===== config.mk =====
export PLATFORM = sky130hd
export DESIGN_NAME = percussive_event_segmenter_flat
export DESIGN_NICKNAME = d
export VERILOG_FILES = /design/src/rtl/pes_pkg.sv /design/src/rtl/pes_channels.sv /design/src/rtl/pes_csr.sv /design/src/rtl/pes_divider.sv /design/src/rtl/percussive_event_segmenter.sv /design/src/flat_wrapper.sv
export SDC_FILE = /design/constraint.sdc
export NUM_CORES = 2
export LEC_CHECK = 0
export ABC_AREA = 1
export ABC_CLOCK_PERIOD_IN_PS = 10680
export BUFFER_PORTS_ARGS = -buffer_cell sky130_fd_sc_hd__buf_2
export CAP_MARGIN = 0
export CORE_ASPECT_RATIO = 1.4
export CORE_MARGIN = 3
export CORE_UTILIZATION = 45
export DETAILED_ROUTE_END_ITERATION = 10
export SLEW_MARGIN = 5
export SYNTH_ARGS = -nofsm -noshare
export SYNTH_HDL_FRONTEND = slang
export SYNTH_SLANG_ARGS = --single-unit

===== constraint.sdc =====
create_clock -name clock -period 10.68 [get_ports clock]
set_input_delay 2.67 -clock clock [delete_from_list [all_inputs] [get_ports clock]]
set_output_delay 2.67 -clock clock [all_outputs]
set_load 0.01 [all_outputs]

===== src/rtl/pes_pkg.sv =====
package pes_pkg;

   localparam int MAX_SPAN_DEF    = 65536;
   localparam int SAMPLE_BITS_DEF = 16;

   localparam int CFG_W      = 17;
   localparam int RATIO_W    = 17;
   localparam int IDX_W      = 32;
   localparam int STRENGTH_W = 16;
   localparam int CSR_DATA_W = 32;
   localparam int CSR_ADDR_W = 3;

   // register indexes (byte address 4*index)
   localparam logic REG_MAX_SPAN  = 1'b0;
   localparam logic REG_MIN_RATIO = 1'b1;

   localparam logic [CFG_W-1:0] MAX_SPAN_RESET  = 17'd4800;
   localparam logic [CFG_W-1:0] MIN_RATIO_RESET = 17'd0;

   // quotient bits produced by the serial divider
   localparam int DIV_STEPS  = RATIO_W;
   localparam int DIV_STEP_W = $clog2(DIV_STEPS);

   typedef struct packed {
      logic [CFG_W-1:0] max_span;
      logic [CFG_W-1:0] min_ratio;
   } cfg_type;

   typedef struct packed {
      logic busy;
      logic done;
   } div_stat_type;

endpackage


===== src/rtl/pes_channels.sv =====
interface pes_req_if #(
   parameter int SAMPLE_BITS = pes_pkg::SAMPLE_BITS_DEF
);
   import pes_pkg::*;

   logic                          valid;
   logic                          ready;
   logic signed [SAMPLE_BITS-1:0] percussive_sample;
   logic signed [SAMPLE_BITS-1:0] harmonic_sample;
   logic                          onset_here;
   logic [STRENGTH_W-1:0]         onset_strength;
   logic                          last_sample;

   modport source (
      output valid, percussive_sample, harmonic_sample, onset_here, onset_strength,
             last_sample,
      input  ready
   );
   modport sink (
      input  valid, percussive_sample, harmonic_sample, onset_here, onset_strength,
             last_sample,
      output ready
   );
endinterface

interface pes_rsp_if #(
   parameter int SAMPLE_BITS = pes_pkg::SAMPLE_BITS_DEF
);
   import pes_pkg::*;

   logic                   valid;
   logic                   ready;
   logic [IDX_W-1:0]       event_begin;
   logic [IDX_W-1:0]       event_end;
   logic [STRENGTH_W-1:0]  event_strength;
   logic [SAMPLE_BITS-1:0] peak_level;
   logic [RATIO_W-1:0]     perc_share;
   logic                   last_of_run;

   modport source (
      output valid, event_begin, event_end, event_strength, peak_level,
             perc_share, last_of_run,
      input  ready
   );
   modport sink (
      input  valid, event_begin, event_end, event_strength, peak_level,
             perc_share, last_of_run,
      output ready
   );
endinterface


===== src/rtl/pes_csr.sv =====
module pes_csr (
   input  logic                             clock,
   input  logic                             reset,
   input  logic                             csr_psel,
   input  logic                             csr_penable,
   input  logic                             csr_pwrite,
   input  logic [pes_pkg::CSR_ADDR_W-1:0]   csr_paddr,
   input  logic [pes_pkg::CSR_DATA_W-1:0]   csr_pwdata,
   output logic [pes_pkg::CSR_DATA_W-1:0]   csr_prdata,
   output logic                             csr_pready,
   output pes_pkg::cfg_type                 cfg
);
   import pes_pkg::*;

   logic [CFG_W-1:0] max_span_ff, max_span_in;
   logic [CFG_W-1:0] min_ratio_ff, min_ratio_in;
   logic             wr_en;
   logic             sel;

   assign csr_pready = 1'b1;
   assign wr_en      = csr_psel && csr_penable && csr_pwrite;
   assign sel        = csr_paddr[2];

   always_comb begin
      max_span_in  = max_span_ff;
      min_ratio_in = min_ratio_ff;
      if (wr_en) begin
         case (sel)
            REG_MAX_SPAN:  max_span_in  = csr_pwdata[CFG_W-1:0];
            REG_MIN_RATIO: min_ratio_in = csr_pwdata[CFG_W-1:0];
            default:       max_span_in  = max_span_ff;
         endcase
      end
   end

   always_ff @(posedge clock) begin
      if (reset) begin
         max_span_ff  <= MAX_SPAN_RESET;
         min_ratio_ff <= MIN_RATIO_RESET;
      end else begin
         max_span_ff  <= max_span_in;
         min_ratio_ff <= min_ratio_in;
      end
   end

   always_comb begin
      case (sel)
         REG_MAX_SPAN:  csr_prdata = CSR_DATA_W'(max_span_ff);
         REG_MIN_RATIO: csr_prdata = CSR_DATA_W'(min_ratio_ff);
         default:       csr_prdata = '0;
      endcase
   end

   assign cfg.max_span  = max_span_ff;
   assign cfg.min_ratio = min_ratio_ff;

endmodule


===== src/rtl/pes_divider.sv =====
module pes_divider #(
   parameter int ENERGY_W = 47
) (
   input  logic                          clock,
   input  logic                          reset,
   input  logic                          start,
   input  logic [ENERGY_W-1:0]           perc_energy,
   input  logic [ENERGY_W-1:0]           harm_energy,
   output logic [pes_pkg::RATIO_W-1:0]   quotient,
   output pes_pkg::div_stat_type         stat
);
   import pes_pkg::*;

   localparam int T_W = ENERGY_W + 1;
   localparam int R_W = ENERGY_W + 2;

   logic [T_W-1:0]        total_ff, total_in;
   logic [R_W-1:0]        rem_ff, rem_in;
   logic [RATIO_W-1:0]    quo_ff, quo_in;
   logic [DIV_STEP_W-1:0] step_ff, step_in;
   logic                  busy_ff, busy_in;
   logic                  done_ff, done_in;
   logic                  zero_ff, zero_in;

   logic [T_W-1:0] sum;
   logic [R_W-1:0] shifted;
   logic           take;

   assign sum     = T_W'(perc_energy) + T_W'(harm_energy);
   // first step compares the numerator itself, later ones the doubled remainder
   assign shifted = (step_ff == '0) ? rem_ff : {rem_ff[R_W-2:0], 1'b0};
   assign take    = shifted >= R_W'(total_ff);

   always_comb begin
      total_in = total_ff;
      rem_in   = rem_ff;
      quo_in   = quo_ff;
      step_in  = step_ff;
      busy_in  = busy_ff;
      zero_in  = zero_ff;
      done_in  = 1'b0;
      if (start) begin
         total_in = sum;
         rem_in   = R_W'(perc_energy);
         quo_in   = '0;
         step_in  = '0;
         busy_in  = 1'b1;
         zero_in  = (sum == '0);
      end else if (busy_ff) begin
         rem_in  = take ? (shifted - R_W'(total_ff)) : shifted;
         quo_in  = {quo_ff[RATIO_W-2:0], take};
         step_in = step_ff + 1'b1;
         if (step_ff == DIV_STEP_W'(DIV_STEPS - 1)) begin
            busy_in = 1'b0;
            done_in = 1'b1;
         end
      end
   end

   always_ff @(posedge clock) begin
      if (reset) begin
         busy_ff <= 1'b0;
         done_ff <= 1'b0;
         step_ff <= '0;
      end else begin
         busy_ff <= busy_in;
         done_ff <= done_in;
         step_ff <= step_in;
      end
      total_ff <= total_in;
      rem_ff   <= rem_in;
      quo_ff   <= quo_in;
      zero_ff  <= zero_in;
   end

   assign quotient  = zero_ff ? '0 : quo_ff;
   assign stat.busy = busy_ff;
   assign stat.done = done_ff;

endmodule


===== src/rtl/percussive_event_segmenter.sv =====
// percussive event segmenter
// req_chan carries one audio sample per transaction: percussive and harmonic
// samples, an onset mark with its strength and an end-of-audio mark. rsp_chan
// carries one transaction per closed span that passes the ratio threshold,
// with last_of_run set on the final one caused by a sample (at most two).
// a sample is taken, then req_chan.ready stays low while a small sequencer
// works it through: one squaring multiplier and one saturating adder handle
// the two energies in S_SQP, S_SQH and S_ACC, and each span close runs the
// ratio through a 17-step serial divider. a sample inside a span passes
// S_OPEN, the energy steps, S_CHK and S_EMIT, one outside any span S_OPEN
// and S_EMIT only; a close adds S_DINIT and S_DIV, an onset ending a span
// runs its close before S_OPEN. results leave through an output register so
// the last one may still wait while the next sample is taken.
// a stalled rsp_chan only holds the sequencer at its emit step.
// reset (synchronous, active high) clears the span, the sample counter and
// both registers to their defaults; no clearing pass is needed.
// registers on the csr port: 0x0 max_span_samples, 0x4 min_ratio.
module percussive_event_segmenter #(
   parameter int MAX_SPAN    = pes_pkg::MAX_SPAN_DEF,
   parameter int SAMPLE_BITS = pes_pkg::SAMPLE_BITS_DEF
) (
   input  logic                           clock,
   input  logic                           reset,
   pes_req_if.sink                        req_chan,
   pes_rsp_if.source                      rsp_chan,
   input  logic                           csr_psel,
   input  logic                           csr_penable,
   input  logic                           csr_pwrite,
   input  logic [pes_pkg::CSR_ADDR_W-1:0] csr_paddr,
   input  logic [pes_pkg::CSR_DATA_W-1:0] csr_pwdata,
   output logic [pes_pkg::CSR_DATA_W-1:0] csr_prdata,
   output logic                           csr_pready
);
   import pes_pkg::*;

   localparam int SB     = SAMPLE_BITS;
   localparam int SQ_W   = 2 * SB - 1;
   localparam int LEN_W  = $clog2(MAX_SPAN + 1);
   localparam int E_RAW  = 2 * SB - 2 + LEN_W;
   // energy sums saturate at 2^E_W - 1, all ones in E_W bits; E_W is at most 62
   localparam int E_W    = (E_RAW > 62) ? 62 : E_RAW;
   localparam int CW     = (LEN_W > CFG_W) ? LEN_W : CFG_W;
   localparam logic [CW-1:0] MAX_CAP = CW'(MAX_SPAN);

   // sequencer codes
   localparam logic [3:0] S_IDLE  = 4'd0;
   localparam logic [3:0] S_OPEN  = 4'd1;
   localparam logic [3:0] S_SQP   = 4'd2;
   localparam logic [3:0] S_SQH   = 4'd3;
   localparam logic [3:0] S_ACC   = 4'd4;
   localparam logic [3:0] S_CHK   = 4'd5;
   localparam logic [3:0] S_DINIT = 4'd6;
   localparam logic [3:0] S_DIV   = 4'd7;
   localparam logic [3:0] S_EMIT  = 4'd8;

   typedef struct packed {
      logic [IDX_W-1:0]      event_begin;
      logic [IDX_W-1:0]      event_end;
      logic [STRENGTH_W-1:0] event_strength;
      logic [SB-1:0]         peak_level;
      logic [RATIO_W-1:0]    perc_share;
   } res_type;

   cfg_type      cfg;
   div_stat_type div_stat;
   logic [RATIO_W-1:0] div_quo;
   logic         div_start;

   pes_csr u_csr (
      .clock       (clock),
      .reset       (reset),
      .csr_psel    (csr_psel),
      .csr_penable (csr_penable),
      .csr_pwrite  (csr_pwrite),
      .csr_paddr   (csr_paddr),
      .csr_pwdata  (csr_pwdata),
      .csr_prdata  (csr_prdata),
      .csr_pready  (csr_pready),
      .cfg         (cfg)
   );

   // sequencer and sample latch
   logic [3:0]            state_ff, state_in;
   logic [IDX_W-1:0]      sample_index_ff, sample_index_in;
   logic [IDX_W-1:0]      cur_idx_ff, cur_idx_in;
   logic                  onset_ff, onset_in;
   logic                  last_ff, last_in;
   logic [STRENGTH_W-1:0] strength_ff, strength_in;
   logic [SB-1:0]         pmag_ff, pmag_in;
   logic [SB-1:0]         hmag_ff, hmag_in;

   // open span
   logic                  span_open_ff, span_open_in;
   logic [IDX_W-1:0]      span_begin_ff, span_begin_in;
   logic [LEN_W-1:0]      span_len_ff, span_len_in;
   logic [STRENGTH_W-1:0] span_strength_ff, span_strength_in;
   logic [SB-1:0]         span_peak_ff, span_peak_in;
   logic [E_W-1:0]        pe_ff, pe_in;
   logic [E_W-1:0]        he_ff, he_in;
   logic [SQ_W-1:0]       prod_ff, prod_in;

   // close bookkeeping and the two-entry result buffer
   logic [IDX_W-1:0]      close_end_ff, close_end_in;
   logic                  close_onset_ff, close_onset_in;
   res_type               res_ff [2];
   res_type               res_new;
   logic                  res_wr;
   logic [1:0]            res_count_ff, res_count_in;
   logic                  emit_sel_ff, emit_sel_in;

   // output register
   logic                  rsp_valid_ff, rsp_valid_in;
   res_type               rsp_data_ff, rsp_data_in;
   logic                  rsp_last_ff, rsp_last_in;

   logic                  accept;
   logic                  out_free;
   logic                  emit_last;
   logic [SB-1:0]         in_pmag, in_hmag;
   logic [SB-1:0]         mul_a;
   logic [2*SB-1:0]       mul_full;
   logic [E_W-1:0]        acc_a;
   logic [E_W:0]          acc_sum;
   logic [E_W-1:0]        acc_sat;
   logic [CW-1:0]         cap_raw, cap_eff;

   pes_divider #(.ENERGY_W(E_W)) u_div (
      .clock       (clock),
      .reset       (reset),
      .start       (div_start),
      .perc_energy (pe_ff),
      .harm_energy (he_ff),
      .quotient    (div_quo),
      .stat        (div_stat)
   );

   assign req_chan.ready = (state_ff == S_IDLE);
   assign accept         = req_chan.valid && req_chan.ready;
   assign out_free       = !rsp_valid_ff || rsp_chan.ready;
   assign div_start      = (state_ff == S_DINIT);

   // magnitudes; the most negative code maps onto 2^(SB-1) unsigned
   assign in_pmag = req_chan.percussive_sample[SB-1] ?
                    SB'(-req_chan.percussive_sample) : SB'(req_chan.percussive_sample);
   assign in_hmag = req_chan.harmonic_sample[SB-1] ?
                    SB'(-req_chan.harmonic_sample) : SB'(req_chan.harmonic_sample);

   // shared squarer and saturating accumulator
   assign mul_a    = (state_ff == S_SQP) ? pmag_ff : hmag_ff;
   assign mul_full = mul_a * mul_a;
   assign acc_a    = (state_ff == S_SQH) ? pe_ff : he_ff;
   assign acc_sum  = (E_W + 1)'(acc_a) + (E_W + 1)'(prod_ff);
   assign acc_sat  = acc_sum[E_W] ? {E_W{1'b1}} : acc_sum[E_W-1:0];

   // span cap: zero means one, anything past the build limit clamps to it
   assign cap_raw = CW'(cfg.max_span);
   assign cap_eff = (cap_raw == '0) ? CW'(1) : ((cap_raw > MAX_CAP) ? MAX_CAP : cap_raw);

   assign res_new.event_begin    = span_begin_ff;
   assign res_new.event_end      = close_end_ff;
   assign res_new.event_strength = span_strength_ff;
   assign res_new.peak_level     = span_peak_ff;
   assign res_new.perc_share     = div_quo;

   assign emit_last = ({1'b0, emit_sel_ff} + 2'd1) == res_count_ff;

   always_comb begin
      state_in         = state_ff;
      sample_index_in  = sample_index_ff;
      cur_idx_in       = cur_idx_ff;
      onset_in         = onset_ff;
      last_in          = last_ff;
      strength_in      = strength_ff;
      pmag_in          = pmag_ff;
      hmag_in          = hmag_ff;
      span_open_in     = span_open_ff;
      span_begin_in    = span_begin_ff;
      span_len_in      = span_len_ff;
      span_strength_in = span_strength_ff;
      span_peak_in     = span_peak_ff;
      pe_in            = pe_ff;
      he_in            = he_ff;
      prod_in          = prod_ff;
      close_end_in     = close_end_ff;
      close_onset_in   = close_onset_ff;
      res_count_in     = res_count_ff;
      emit_sel_in      = emit_sel_ff;
      res_wr           = 1'b0;
      rsp_valid_in     = rsp_chan.ready ? 1'b0 : rsp_valid_ff;
      rsp_data_in      = rsp_data_ff;
      rsp_last_in      = rsp_last_ff;

      case (state_ff)
         S_IDLE: begin
            if (accept) begin
               cur_idx_in      = sample_index_ff;
               sample_index_in = req_chan.last_sample ? '0 : sample_index_ff + 1'b1;
               onset_in        = req_chan.onset_here;
               last_in         = req_chan.last_sample;
               strength_in     = req_chan.onset_strength;
               pmag_in         = in_pmag;
               hmag_in         = in_hmag;
               res_count_in    = '0;
               emit_sel_in     = 1'b0;
               if (req_chan.onset_here && span_open_ff) begin
                  // onset ends the running span on this very sample
                  close_end_in   = sample_index_ff;
                  close_onset_in = 1'b1;
                  state_in       = S_DINIT;
               end else begin
                  state_in = S_OPEN;
               end
            end
         end
         S_OPEN: begin
            if (onset_ff) begin
               span_open_in     = 1'b1;
               span_begin_in    = cur_idx_ff;
               span_len_in      = '0;
               span_strength_in = strength_ff;
               span_peak_in     = '0;
               pe_in            = '0;
               he_in            = '0;
               state_in         = S_SQP;
            end else begin
               // samples outside any span are dropped
               state_in = span_open_ff ? S_SQP : S_EMIT;
            end
         end
         S_SQP: begin
            prod_in  = mul_full[SQ_W-1:0];
            state_in = S_SQH;
         end
         S_SQH: begin
            pe_in    = acc_sat;
            prod_in  = mul_full[SQ_W-1:0];
            state_in = S_ACC;
         end
         S_ACC: begin
            he_in       = acc_sat;
            span_len_in = span_len_ff + 1'b1;
            if (pmag_ff > span_peak_ff) begin
               span_peak_in = pmag_ff;
            end
            state_in = S_CHK;
         end
         S_CHK: begin
            if ((CW'(span_len_ff) >= cap_eff) || last_ff) begin
               close_end_in   = cur_idx_ff + 1'b1;
               close_onset_in = 1'b0;
               state_in       = S_DINIT;
            end else begin
               state_in = S_EMIT;
            end
         end
         S_DINIT: begin
            state_in = S_DIV;
         end
         S_DIV: begin
            if (div_stat.done) begin
               if (div_quo >= cfg.min_ratio) begin
                  res_wr       = 1'b1;
                  res_count_in = res_count_ff + 1'b1;
               end
               span_open_in = 1'b0;
               span_len_in  = '0;
               span_peak_in = '0;
               pe_in        = '0;
               he_in        = '0;
               state_in     = close_onset_ff ? S_OPEN : S_EMIT;
            end
         end
         S_EMIT: begin
            if (res_count_ff == '0) begin
               state_in = S_IDLE;
            end else if (out_free) begin
               rsp_valid_in = 1'b1;
               rsp_data_in  = res_ff[emit_sel_ff];
               rsp_last_in  = emit_last;
               if (emit_last) begin
                  state_in = S_IDLE;
               end else begin
                  emit_sel_in = 1'b1;
               end
            end
         end
         default: begin
            state_in = S_IDLE;
         end
      endcase
   end

   always_ff @(posedge clock) begin
      if (reset) begin
         state_ff         <= S_IDLE;
         sample_index_ff  <= '0;
         span_open_ff     <= 1'b0;
         span_begin_ff    <= '0;
         span_len_ff      <= '0;
         span_strength_ff <= '0;
         span_peak_ff     <= '0;
         pe_ff            <= '0;
         he_ff            <= '0;
         res_count_ff     <= '0;
         emit_sel_ff      <= 1'b0;
         rsp_valid_ff     <= 1'b0;
      end else begin
         state_ff         <= state_in;
         sample_index_ff  <= sample_index_in;
         span_open_ff     <= span_open_in;
         span_begin_ff    <= span_begin_in;
         span_len_ff      <= span_len_in;
         span_strength_ff <= span_strength_in;
         span_peak_ff     <= span_peak_in;
         pe_ff            <= pe_in;
         he_ff            <= he_in;
         res_count_ff     <= res_count_in;
         emit_sel_ff      <= emit_sel_in;
         rsp_valid_ff     <= rsp_valid_in;
      end
      cur_idx_ff     <= cur_idx_in;
      onset_ff       <= onset_in;
      last_ff        <= last_in;
      strength_ff    <= strength_in;
      pmag_ff        <= pmag_in;
      hmag_ff        <= hmag_in;
      prod_ff        <= prod_in;
      close_end_ff   <= close_end_in;
      close_onset_ff <= close_onset_in;
      rsp_data_ff    <= rsp_data_in;
      rsp_last_ff    <= rsp_last_in;
      if (res_wr) begin
         res_ff[res_count_ff[0]] <= res_new;
      end
   end

   assign rsp_chan.valid          = rsp_valid_ff;
   assign rsp_chan.event_begin    = rsp_data_ff.event_begin;
   assign rsp_chan.event_end      = rsp_data_ff.event_end;
   assign rsp_chan.event_strength = rsp_data_ff.event_strength;
   assign rsp_chan.peak_level     = rsp_data_ff.peak_level;
   assign rsp_chan.perc_share     = rsp_data_ff.perc_share;
   assign rsp_chan.last_of_run    = rsp_last_ff;

   // no more than two events from one sample
   a_res_count: assert property (@(posedge clock) disable iff (reset)
      res_count_ff <= 2'd2)
      else $error("result buffer overfilled");

   // a taken sample blocks the input until its work is through
   a_busy_after_accept: assert property (@(posedge clock) disable iff (reset)
      accept |=> !req_chan.ready)
      else $error("input ready straight after a transaction");

   // only events at or above the threshold leave the block
   a_ratio_kept: assert property (@(posedge clock) disable iff (reset)
      rsp_valid_ff |-> (rsp_data_ff.perc_share >= cfg.min_ratio))
      else $error("event below min_ratio emitted");

   // a span never grows past the build limit
   a_span_len: assert property (@(posedge clock) disable iff (reset)
      CW'(span_len_ff) <= MAX_CAP)
      else $error("span longer than MAX_SPAN");

   // the divider is only started from an idle state
   a_div_start: assert property (@(posedge clock) disable iff (reset)
      div_start |-> !div_stat.busy)
      else $error("divider restarted while busy");

endmodule

===== src/flat_wrapper.sv =====
// flat-port wrapper written by rule: the top's interface ports become plain ports
module percussive_event_segmenter_flat import pes_pkg::*;
#(
   parameter int MAX_SPAN    = pes_pkg::MAX_SPAN_DEF,
   parameter int SAMPLE_BITS = pes_pkg::SAMPLE_BITS_DEF
)
  (clock, reset, csr_psel, csr_penable, csr_pwrite, csr_paddr, csr_pwdata, csr_prdata, csr_pready, req_chan_valid, req_chan_percussive_sample, req_chan_harmonic_sample, req_chan_onset_here, req_chan_onset_strength, req_chan_last_sample, req_chan_ready, rsp_chan_valid, rsp_chan_event_begin, rsp_chan_event_end, rsp_chan_event_strength, rsp_chan_peak_level, rsp_chan_perc_share, rsp_chan_last_of_run, rsp_chan_ready);
  pes_req_if #(.SAMPLE_BITS(SAMPLE_BITS)) req_chan_i ();
  pes_rsp_if #(.SAMPLE_BITS(SAMPLE_BITS)) rsp_chan_i ();
  input  logic clock;
  input  logic reset;
  input  logic csr_psel;
  input  logic csr_penable;
  input  logic csr_pwrite;
  input  logic [pes_pkg::CSR_ADDR_W-1:0] csr_paddr;
  input  logic [pes_pkg::CSR_DATA_W-1:0] csr_pwdata;
  output logic [pes_pkg::CSR_DATA_W-1:0] csr_prdata;
  output logic csr_pready;
  input wire logic [$bits(req_chan_i.valid)-1:0] req_chan_valid;
  input wire logic [$bits(req_chan_i.percussive_sample)-1:0] req_chan_percussive_sample;
  input wire logic [$bits(req_chan_i.harmonic_sample)-1:0] req_chan_harmonic_sample;
  input wire logic [$bits(req_chan_i.onset_here)-1:0] req_chan_onset_here;
  input wire logic [$bits(req_chan_i.onset_strength)-1:0] req_chan_onset_strength;
  input wire logic [$bits(req_chan_i.last_sample)-1:0] req_chan_last_sample;
  output wire logic [$bits(req_chan_i.ready)-1:0] req_chan_ready;
  output wire logic [$bits(rsp_chan_i.valid)-1:0] rsp_chan_valid;
  output wire logic [$bits(rsp_chan_i.event_begin)-1:0] rsp_chan_event_begin;
  output wire logic [$bits(rsp_chan_i.event_end)-1:0] rsp_chan_event_end;
  output wire logic [$bits(rsp_chan_i.event_strength)-1:0] rsp_chan_event_strength;
  output wire logic [$bits(rsp_chan_i.peak_level)-1:0] rsp_chan_peak_level;
  output wire logic [$bits(rsp_chan_i.perc_share)-1:0] rsp_chan_perc_share;
  output wire logic [$bits(rsp_chan_i.last_of_run)-1:0] rsp_chan_last_of_run;
  input wire logic [$bits(rsp_chan_i.ready)-1:0] rsp_chan_ready;
  assign req_chan_i.valid = req_chan_valid;
  assign req_chan_i.percussive_sample = req_chan_percussive_sample;
  assign req_chan_i.harmonic_sample = req_chan_harmonic_sample;
  assign req_chan_i.onset_here = req_chan_onset_here;
  assign req_chan_i.onset_strength = req_chan_onset_strength;
  assign req_chan_i.last_sample = req_chan_last_sample;
  assign req_chan_ready = req_chan_i.ready;
  assign rsp_chan_valid = rsp_chan_i.valid;
  assign rsp_chan_event_begin = rsp_chan_i.event_begin;
  assign rsp_chan_event_end = rsp_chan_i.event_end;
  assign rsp_chan_event_strength = rsp_chan_i.event_strength;
  assign rsp_chan_peak_level = rsp_chan_i.peak_level;
  assign rsp_chan_perc_share = rsp_chan_i.perc_share;
  assign rsp_chan_last_of_run = rsp_chan_i.last_of_run;
  assign rsp_chan_i.ready = rsp_chan_ready;
  percussive_event_segmenter #(.MAX_SPAN(MAX_SPAN), .SAMPLE_BITS(SAMPLE_BITS)) u_core (.clock(clock), .reset(reset), .req_chan(req_chan_i), .rsp_chan(rsp_chan_i), .csr_psel(csr_psel), .csr_penable(csr_penable), .csr_pwrite(csr_pwrite), .csr_paddr(csr_paddr), .csr_pwdata(csr_pwdata), .csr_prdata(csr_prdata), .csr_pready(csr_pready));
endmodule

==> metrics.yaml <==
floorplan:
  die_h_microns: 416.8
  start_util: 0.4537
  die_area_sq_um: 124800
  die-width_microns: 299.4
  io_pins: 241
  rows: 150
  core_sq_um: 119600
place:
  place_ws_ps: 2515
  dp.cells: 8518
  post-dp-hpwl_microns: 122600
  io_buffers: 207
  place.gp.congestion: 1.018
  placed_area_sq_um: 56750
critical_path:
  worstPathRequired_ps: 11080
  slowest_delay_ps: 640
  crit_slowest_cell: "o21ai_0"
  rrSetupSlack_ps: 2490
  cp-startpoint: "u_core.state_ff[1]"
  r2r_cells: 26
  crit_family: "adder cells"
  endpoint_kind: "flip-flop"
  critPathMaxFanout: 32
  crit_type: "reg -> reg"
  cp_num_buf_inv: 8
  timing.rr.start: "u_core.state_ff[1]"
  crit_top_cell: "inv_1"
  startpoint_type: "flip-flop"
  crit_arrival_ps: 8580
  r2r_end: "u_core.prod_ff[24]"
  crit_end: "u_core.prod_ff[24]"
  cp_num_cells: 26
yosys:
  seq_area_frac_synth: 0.4235
  synth_edf_count: 581
  synth_cell_types: 57
  ys_ff_latch: 857
  syn-mean-instance-area_sq_um: 7.899
  syn_area_sq_um: 54240
  async_reset_ff_frac: 0
  synthCells: 6867
  synth_flop_cell: "edfxtp_1"
  ys_warn_count: 0
timing:
  period_needed_ps: 8186
  fmax_mhz: 122.2
  setup_viol_count_final: 0
  skew_ps: 36.62
  period_share: 0.7665
  relSlewSlack: 0.2305
  grt_setup_unrepaired: "false"
  fin_setup_tns_ps: 0
  hold_violations: 0
  worst_slack_ps: 2494
  tightest_slew_ps: 1152
  slew_viol_final: 0
routing:
  first_pass_iters: 6
  avgViaCountPerCell: 5.127
  drtIter0Drc: 2681
  vias: 44500
  wirelength_microns: 156900
  postRouteAntennaNets: 0
  wl_per_cell_microns: 18.07
  drc: 0
global_routing:
  grt_util_all_layers: 0.2497
  grt_pass1_vias: 44320
  grt_pass1_wl_microns: 243000
  grt_max_degree: 97
  antenna_found_initial: 1
  grt-ovfl-total: 0
clocking:
  numCtsBuffers: 86
  clock_path_buffers: 3
  cts_tree: "done"
  cts_sinks: 857
  htree_num_levels: 3
  cts.repair.resized: 0
  ctsHoldBuffers: 0
  clk_pin_slew_worst_paths_ps: 70
  root_buffer: "clkbuf_16"
  cts_setup_buffers: 0
  clock_latency_ps: 690
final_layout:
  nNetsFinal: 7545
  stdcell_count: 8681
  drive_above_1_share: 0.07101
  syn_to_final_growth_pct: 10.15
  final_cell_area_sq_um: 59750
status:
  status: "finished clean"
min_path:
  min_path_cells: 0
  hold_path.class: "reg -> reg"
run:
  maxCapViolCount: 0
==> cells by family (layout without fill, tap and decap cells) <==
kind of cell             count (synthesis)  after routing  synth area share
buffers and inverters                 1269           1472           0.09130
AO/OA/AOI/OAI                          791            791           0.07900
adder cells (fa/ha/maj)                443            443            0.1250
flip-flops                             857            857            0.4235
AND/OR/NAND/NOR                       3340           3340            0.2544
XOR/XNOR                               165            165           0.02664
other                                    2             17         0.0001385
==> layout make-up <==
| type | count | area (sq um) |
|---|---|---|
| antenna | 1 | 2.502 |
| clock buffer | 110 | 2436 |
| multi-input combinational | 4755 | 26440 |
| tap | 1596 | 1997 |
| inverter | 1064 | 4004 |
| timing repair buffer | 246 | 1335 |
| fill | 11720 | 59800 |
| sequential | 857 | 22980 |
| clock inverter | 52 | 564.3 |
==> cell usage after synthesis (all sizes together), types with 73 or more instances <==
master | instances | area (sq um)
a21oi | 420 | 2158
clkbuf | 136 | 510.5
dfxtp | 276 | 5525
edfxtp | 581 | 17450
fa | 165 | 3303
ha | 278 | 3478
inv | 1055 | 3965
nand2 | 2157 | 8172
nand3 | 341 | 1722
nand4 | 137 | 863.3
nor2 | 562 | 2178
nor3 | 73 | 381.6
o21ai | 269 | 1384
xor2 | 98 | 858.3
==> routing by layer <==
metal | vias up | wire length, microns | global-route usage
met3 | 364 | 5829 | 0.02252
met4 | 0 | 9218 | 0.1348
li1 | 22340 | - | -
met2 | 1048 | 80920 | 0.4627
met1 | 20750 | 60920 | 0.2818
met5 | - | 0 | 0
==> worst min path at each step <==
stage                                          start                    end  slack (ps)
final                        u_core.close_end_ff[15]   u_core.res_ff[0][64]         430
after global routing         u_core.close_end_ff[15]   u_core.res_ff[0][64]         440
after CTS                    u_core.close_end_ff[15]   u_core.res_ff[0][64]         440
after detailed placement     u_core.close_end_ff[15]   u_core.res_ff[1][64]         430
after global placement       u_core.close_end_ff[18]   u_core.res_ff[0][67]         420
after floorplan           u_core.sample_index_ff[24]  u_core.cur_idx_ff[24]         410
==> cells in the final DEF, fill, tap and decap left out, drive strengths merged, types with 38 or more instances in the layout <==
master / count
fa: 165
buf: 246
dfxtp: 276
ha: 278
o21ai: 269
edfxtp: 581
nor2: 562
a21oi: 420
nand4: 137
inv: 1061
xnor2: 67
xor2: 98
nand3: 341
clkbuf: 110
clkinv: 38
nand2: 2157
nor3: 73
==> through the flow <==
step / hold slack (ps) / utilization
6_report: 433.3 / 0.4998
4_1_cts: 439.3 / 0.4998
5_1_grt: 443.0 / 0.4998
2_1_floorplan: 406.4 / -
3_3_place_gp: 423.6 / 0.4747
3_5_place_dp: 429.6 / 0.4747
==> state kept, by name (all words and copies together) (netlist names), 30 cells and up <==
name                         flops
u_core.res_ff                  226
u_core.he_ff                    47
u_core.prod_ff                  30
u_core.rsp_chan.event_begin     32
u_core.rsp_chan.event_end       32
u_core.span_begin_ff            32
u_core.u_div.total_ff           48
u_core.pe_ff                    47
u_core.u_div.rem_ff             49
u_core.sample_index_ff          32
u_core.close_end_ff             32
u_core.cur_idx_ff               32
==> worst reg2reg max path, delay by kind of cell, from the launching register on <==
family	cells	cell delay (ps)
AOI/OAI and AO/OA	6	1820
xor gates and xnor gates	2	220
and+or+nand+nor	3	870
DFF	1	420
adders and majority gates	7	3440
buffers and inverters	8	1130
Power is not shown: default switching activity piles up to over one toggle a cycle in this logic, so the estimate is an artifact.
